<file path="src/rtl/core/pitb_pkg.sv">
// ----------------------------------------------------------------------------
// pitb_pkg
// Shared widths and types for the point-in-tetrahedron barycentric test.
// ----------------------------------------------------------------------------
package pitb_pkg;

    localparam int COORD_WIDTH      = 16;
    localparam int WEIGHT_FRAC_BITS = 16;
    localparam int WEIGHT_WIDTH     = WEIGHT_FRAC_BITS + 2;

    // Exact determinant widths
    localparam int DIFF_W  = COORD_WIDTH + 1;
    localparam int PROD_W  = 2 * DIFF_W;
    localparam int MINOR_W = PROD_W + 1;
    localparam int BIG_W   = DIFF_W + MINOR_W;
    localparam int VOL_W   = BIG_W + 2;
    localparam int MAG_W   = VOL_W;

    // Quotient carries one extra bit that flags overflow
    localparam int QUOT_W = WEIGHT_WIDTH + 1;
    localparam int REM_W  = MAG_W + QUOT_W;

    localparam int VOL_STAGES = 5;
    localparam int DIV_STAGES = QUOT_W;

    typedef logic signed [COORD_WIDTH-1:0] coord_t;

    typedef struct packed {
        coord_t z;
        coord_t y;
        coord_t x;
    } vec_t;

    typedef struct packed {
        logic       enclosed;
        logic       degen;
        logic [3:0] neg;
    } flags_t;

endpackage

</file>
<file path="src/rtl/core/pitb_divider.sv">
// ----------------------------------------------------------------------------
// pitb_divider
// Pipelined restoring divider, one quotient bit per stage, MSB first.
// ----------------------------------------------------------------------------
module pitb_divider
    import pitb_pkg::*;
(
    input  logic              clk,
    input  logic [MAG_W-1:0]  num,
    input  logic [MAG_W-1:0]  den,
    output logic [QUOT_W-1:0] quot
);

    logic [REM_W-1:0]  rem_reg  [QUOT_W-1];
    logic [MAG_W-1:0]  den_reg  [QUOT_W-1];
    logic [QUOT_W-1:0] quot_reg [QUOT_W];

    for (genvar s = 0; s < QUOT_W; s++)
    begin : g_stage
        localparam int SHIFT = QUOT_W - 1 - s;

        logic [REM_W-1:0]  rem_in;
        logic [MAG_W-1:0]  den_in;
        logic [QUOT_W-1:0] quot_in;
        logic [REM_W-1:0]  trial;
        logic              ge;

        if (s == 0)
        begin : g_first
            assign rem_in  = REM_W'(num) << WEIGHT_FRAC_BITS;
            assign den_in  = den;
            assign quot_in = '0;
        end
        else
        begin : g_next
            assign rem_in  = rem_reg[s-1];
            assign den_in  = den_reg[s-1];
            assign quot_in = quot_reg[s-1];
        end

        assign trial = REM_W'(den_in) << SHIFT;
        assign ge    = rem_in >= trial;

        always_ff @(posedge clk)
        begin
            quot_reg[s] <= {quot_in[QUOT_W-2:0], ge};
        end

        if (s < QUOT_W - 1)
        begin : g_carry
            always_ff @(posedge clk)
            begin
                rem_reg[s] <= ge ? rem_in - trial : rem_in;
                den_reg[s] <= den_in;
            end
        end
    end

    assign quot = quot_reg[QUOT_W-1];

endmodule

</file>
<file path="config.mk">
export PLATFORM = sky130hd
export DESIGN_NAME = pitb_divider
export DESIGN_NICKNAME = d
export VERILOG_FILES = /design/src/rtl/core/pitb_pkg.sv /design/src/rtl/core/pitb_divider.sv
export SDC_FILE = /design/constraint.sdc
export NUM_CORES = 2
export LEC_CHECK = 0
export CORE_MARGIN = 4
export CORE_UTILIZATION = 47
export CTS_BUF_LIST = sky130_fd_sc_hd__clkbuf_2 sky130_fd_sc_hd__clkbuf_4 sky130_fd_sc_hd__clkbuf_8
export CTS_CLUSTER_DIAMETER = 150
export CTS_CLUSTER_SIZE = 25
export DETAILED_ROUTE_END_ITERATION = 16
export DONT_BUFFER_PORTS = 1
export PLACE_DENSITY_LB_ADDON = 0.12
export RECOVER_POWER = 50
export SLEW_MARGIN = 20
export SYNTH_ARGS = -nofsm -noshare
export SYNTH_HDL_FRONTEND = slang
export SYNTH_SLANG_ARGS = --single-unit
</file>
<file path="constraint.sdc">
create_clock -name clk -period 10.3 [get_ports clk]
set_input_delay 0.515 -clock clk [delete_from_list [all_inputs] [get_ports clk]]
set_output_delay 0.515 -clock clk [all_outputs]
set_load 0.02 [all_outputs]
</file>
======== After elaboration in Yosys (flattened, before gate mapping) ========
Memories as Yosys holds them, arrays and structs flattened.
Index checks and enable logic that the tools add are counted.
storage, ports and cells
  word-level logic and storage cells ...... 58
  RAM bits ................................ 2,647
  output and inout port bits .............. 19
  register bits after elaboration ......... 0
  memories ................................ 3
operators by class
  $add $sub $neg .......................... 18
  muxes and demuxes ....................... 18
  order comparisons ....................... 19
memories
  name      depth  width  rd ports  clocked after memory_dff  wr ports  RTL line            source
  rem_reg   18     73     18        0                         18        pitb_divider.sv:14  logic [REM_W-1:0] rem_reg [QUOT_W-1];
  den_reg   18     54     18        0                         18        pitb_divider.sv:15  logic [MAG_W-1:0] den_reg [QUOT_W-1];
  quot_reg  19     19     19        0                         19        pitb_divider.sv:16  logic [QUOT_W-1:0] quot_reg [QUOT_W];
operators by type and width
  operator                                                        number
  73-bit two-way mux                                              18
  73-bit by 54-bit greater-or-equal comparator with 1-bit output  1
  73-bit by 55-bit greater-or-equal comparator with 1-bit output  1
  73-bit by 56-bit greater-or-equal comparator with 1-bit output  1
  73-bit by 57-bit greater-or-equal comparator with 1-bit output  1
  73-bit by 58-bit greater-or-equal comparator with 1-bit output  1
  73-bit by 59-bit greater-or-equal comparator with 1-bit output  1
  73-bit by 60-bit greater-or-equal comparator with 1-bit output  1
  73-bit by 61-bit greater-or-equal comparator with 1-bit output  1
  73-bit by 62-bit greater-or-equal comparator with 1-bit output  1
  73-bit by 63-bit greater-or-equal comparator with 1-bit output  1
  73-bit by 64-bit greater-or-equal comparator with 1-bit output  1
  73-bit by 65-bit greater-or-equal comparator with 1-bit output  1
  73-bit by 66-bit greater-or-equal comparator with 1-bit output  1
  73-bit by 67-bit greater-or-equal comparator with 1-bit output  1
  73-bit by 68-bit greater-or-equal comparator with 1-bit output  1
  73-bit by 69-bit greater-or-equal comparator with 1-bit output  1
  73-bit by 70-bit greater-or-equal comparator with 1-bit output  1
  73-bit by 71-bit greater-or-equal comparator with 1-bit output  1
  70-bit by 72-bit subtractor with 73-bit output                  1
  73-bit by 55-bit subtractor with 73-bit output                  1
  73-bit by 56-bit subtractor with 73-bit output                  1
  73-bit by 57-bit subtractor with 73-bit output                  1
  73-bit by 58-bit subtractor with 73-bit output                  1
  other kinds (14)                                                14

======== Logic depth before layout (Yosys ltp) ========
An unclocked memory read counts as a cell.
  word-level depth ........................ 3
  mapped depth ............................ 18
  mapped depth without buffers ............ 15

======== Worst setup path after synthesis ========
OpenSTA, ideal clock, no wires.
  path type ............................... reg-to-reg
  from .................................... memory rem_reg[0][17] in the netlist's numbering
  to ...................................... memory rem_reg[1][65] in the netlist's numbering
  setup time .............................. 0.123 ns
  period minus slack after synthesis ...... 3.623 ns
  arrival time ............................ 3.500 ns
  path slack .............................. 6.677 ns
  required time ........................... 10.177 ns
  cell stages (with the launch flop) ...... 19
  path through ............................ dfxtp_1 -> inv_1 -> ha_1 -> fa_1 -> nand2b_1 -> a21oi_1 -> o21ai_0 -> o21ai_0 -> a21oi_1 -> o31ai_2 -> a21oi_2 -> o41ai_2 -> a311oi_1 -> o31a_1 -> buf_2 -> buf_4 -> buf_4 -> nand2_1 -> o21ai_0
RTL lines
  item                RTL line
  start: declaration  pitb_divider.sv:14

==> results.json <==
{
  "syn_area_um2": 120000,
  "htreeDepth": 3,
  "dieArea_um2": 263000,
  "final_cell_mix": "2308 x dfxtp_1, 1491 x nand2_1, 1307 x inv_1",
  "cts_resized": 0,
  "synth_edf_count": 0,
  "cts_buffers": 102,
  "cts.reportedPaths.clkPinSlew_ns": 0.16,
  "yosysUniqueCellTypes": 101,
  "syn_nets": 15444,
  "die-width_um": 513,
  "worstSetupPathType": "input port to flip-flop",
  "syn-instance-count": 14294,
  "met2_usage": 0.504,
  "post-route-period-util": 0.577,
  "cap_violations": 0,
  "reg2reg_depth": 13,
  "overflow": 0,
  "dp_slack_ns": 4.72,
  "layout_setup_ws_ns": 4.36,
  "wl_mm": 348,
  "grt_pass1_vias": 99233,
  "grt_max_degree": 90,
  "syn_avg_cell_area_um2": 8.38,
  "ys_seq_elements": 2308,
  "antenna_found_initial": 12,
  "via_count": 97390,
  "start_util": 0.472,
  "synth_area_leader_cell": "dfxtp_1",
  "critPathCaptureType": "flip-flop",
  "min_period_ns": 5.94,
  "startpoint_type": "input port",
  "row_count": 185,
  "dr.pass1.iters": 6,
  "setup_tns_ns": 0,
  "ant_nets": 0,
  "cts_num_sinks": 2308,
  "status": "completed",
  "endpoint": "rem_reg[0][30]$_DFF_P_",
  "fin_nets": 15200,
  "yosysWarningCount": 0,
  "synth.top_cell.area_share": 0.386,
  "hpwl_mm": 284,
  "cts_root_buf": "clkbuf_8",
  "wl_per_cell_um": 19.9,
  "worstMarginPinSlew_ns": 1.22,
  "pin_count": 128,
  "fillers": 24010,
  "seq_area_frac_synth": 0.386,
  "grt_pass1_wl_mm": 536,
  "gp_congestion": 1.06,
  "cp.arrival_ns": 6.84,
  "fin_hold_ws_ns": 0.123,
  "required_ns": 11.19,
  "rsz0062_at_grt": "false",
  "largest_reg_flops": 1146,
  "async_reset_ff_frac": 0,
  "gr-usage-met1": 0.238,
  "hold_class": "input port to flip-flop",
  "finalSetupViolCount": 0,
  "cp_max_fo": 75,
  "final-instance-count-excl-fill": 17457,
  "cts_tree": "yes",
  "place_inst": 17170,
  "cp-startpoint": "den[2]",
  "worst_clock_skew_ns": 0.0469,
  "r2r_setup_slack_ns": 4.83,
  "fmax_ghz": 0.168,
  "synth-main-ff-cell": "dfxtp_1",
  "drt_first_iter_violations": 6381,
  "vdd_ir_drop_max_v": 0.000147,
  "power.leakage_nw": 56.2,
  "final_common_cell": "dfxtp_1",
  "vias_per_cell": 5.58,
  "final_max_slew_viol_count": 0,
  "r2r-start": "den_reg[13][3]$_DFF_P_",
  "busiest_layer": "met2",
  "layout-drive-gt1-share": 0.0266,
  "die_h_um": 513,
  "r2r-end": "rem_reg[14][12]$_DFF_P_",
  "hold_violations": 0,
  "powerDensity_nw_per_um2": 314,
  "drc": 0,
  "grt.total_usage": 0.254,
  "io_buffer_count": 0,
  "core_area_um2": 254000,
  "worstSkewPairLatency_ns": 0.99,
  "max-slew-margin-rel": 0.182,
  "use_met3": 0.0200,
  "clk_path_buf_depth": 3,
  "synthTopCellsByArea": "dfxtp_1 39%, ha_1 11%, o21ai_0 5.3%, a21oi_1 5.2%, nand2_1 4.7%",
  "area_growth_pct": 4.74
}
==> Yosys cell counts (20+ instances only) <==
| cell | instances |
|---|---|
| dfxtp_1 | 2308 |
| nand2_1 | 1491 |
| inv_1 | 1307 |
| o21ai_0 | 1265 |
| a21oi_1 | 1247 |
| ha_1 | 1023 |
| nor2_1 | 801 |
| a21o_1 | 638 |
| xnor2_1 | 562 |
| xor2_1 | 480 |
| clkbuf_1 | 450 |
| nand4_1 | 283 |
| nand3_1 | 225 |
| nor3_1 | 192 |
| o21bai_1 | 166 |
| nand2b_1 | 131 |
| nor2b_1 | 126 |
| nor4_1 | 115 |
| o21a_1 | 112 |
| and3_1 | 106 |
| a31oi_1 | 102 |
| o31ai_1 | 90 |
| a211oi_1 | 82 |
| mux2_2 | 70 |
| o211ai_1 | 68 |
| or3_1 | 60 |
| and2_1 | 54 |
| buf_2 | 53 |
| a21boi_0 | 45 |
| buf_1 | 38 |
| and4_1 | 37 |
| a211o_1 | 34 |
| or4_1 | 33 |
| o31a_1 | 32 |
| a221oi_1 | 29 |
| or2_2 | 27 |
| a31o_2 | 24 |
| a2111oi_0 | 23 |
| o21ai_1 | 23 |
| o221ai_1 | 23 |
| a221o_1 | 20 |
| o2111ai_1 | 20 |
| o22ai_1 | 20 |
==> power by group <==
group	internal [mW]	switching (mW)	total, mW
clock network	0.927	2.69	3.62
registers	11.7	1.75	13.5
logic	9.03	13.3	22.3
total	21.7	17.8	39.4
==> layout make-up <==
cell class | instances | area, um^2 | area share
multi-input combinational | 10129 | 66700 | 0.531
sequential | 2308 | 46200 | 0.368
inverter | 1310 | 4920 | 0.0392
tap | 3366 | 4210 | 0.0336
timing repair buffer | 199 | 1850 | 0.0147
clock buffer | 103 | 1420 | 0.0113
clock inverter | 7 | 95.1 | 0.000758
antenna | 35 | 87.6 | 0.000698
==> worst min-delay path by stage <==
stage                                         from                       end  slack (ns)  depth (start not counted)
after floorplan             quot_reg[9][9]$_DFF_P_  quot_reg[10][10]$_DFF_P_        0.31                          0
after global placement     quot_reg[12][3]$_DFF_P_   quot_reg[13][4]$_DFF_P_        0.31                          0
after detailed placement  quot_reg[12][10]$_DFF_P_  quot_reg[13][11]$_DFF_P_        0.31                          0
after CTS                                  den[33]    den_reg[0][33]$_DFF_P_      0.0002                          1
after global routing                       den[49]    den_reg[0][49]$_DFF_P_        0.05                          1
final                                      den[33]    den_reg[0][33]$_DFF_P_        0.12                          1
==> kinds of logic (layout without fill, tap and decap cells) <==
group / after synthesis / count (layout) / synth area share
buffers and inverters: 1857 / 1619 / 0.0589
AND/OR/NAND/NOR: 3761 / 3761 / 0.147
XOR/XNOR: 1042 / 1042 / 0.0762
multiplexers: 71 / 71 / 0.00666
adder cells (fa/ha/maj): 1041 / 1041 / 0.110
flip-flops: 2308 / 2308 / 0.386
AO/OA/AOI/OAI: 4214 / 4214 / 0.216
other: 0 / 35 / 0
==> per-stage QoR <==
| stage | util | power [mW] | area [um^2] |
|---|---|---|---|
| floorplan | - | 29.7 | 120000 |
| global placement | 0.482 | 35.3 | 122000 |
| detailed placement | 0.482 | 35.6 | 122000 |
| CTS | 0.494 | 39.4 | 125000 |
| global route | 0.494 | 42.5 | 125000 |
| finish | 0.494 | 39.4 | 125000 |
==> worst max-delay path: stages <==
cell and delay [ns]:
dlygate4sd3_1 0.52, dlygate4sd3_1 0.56, inv_1 0.05, ha_1 0.35, o21ai_0 0.18, a21oi_1 0.09
o21ai_0 0.49, o21bai_1 0.23, a21oi_1 0.64, o21ai_1 0.33, a221oi_2 0.48, o41ai_1 0.20
a41oi_1 0.26, and2_4 0.36, buf_4 0.62, o21ai_0 0.23, dlygate4sd3_1 0.60
==> metal layers <==
layer,up-vias,part of all wire
li1,48961,-
met1,44791,0.35
met2,2634,0.53
met3,1004,0.028
met4,0,0.089
met5,-,0
==> repair_timing <==
item,in CTS,in global routing
hold buffers,142,0
buffers inserted,0,0
endpoints found under the hold margin,111,0
No activity file was read; power rests on OpenSTA's default activity.
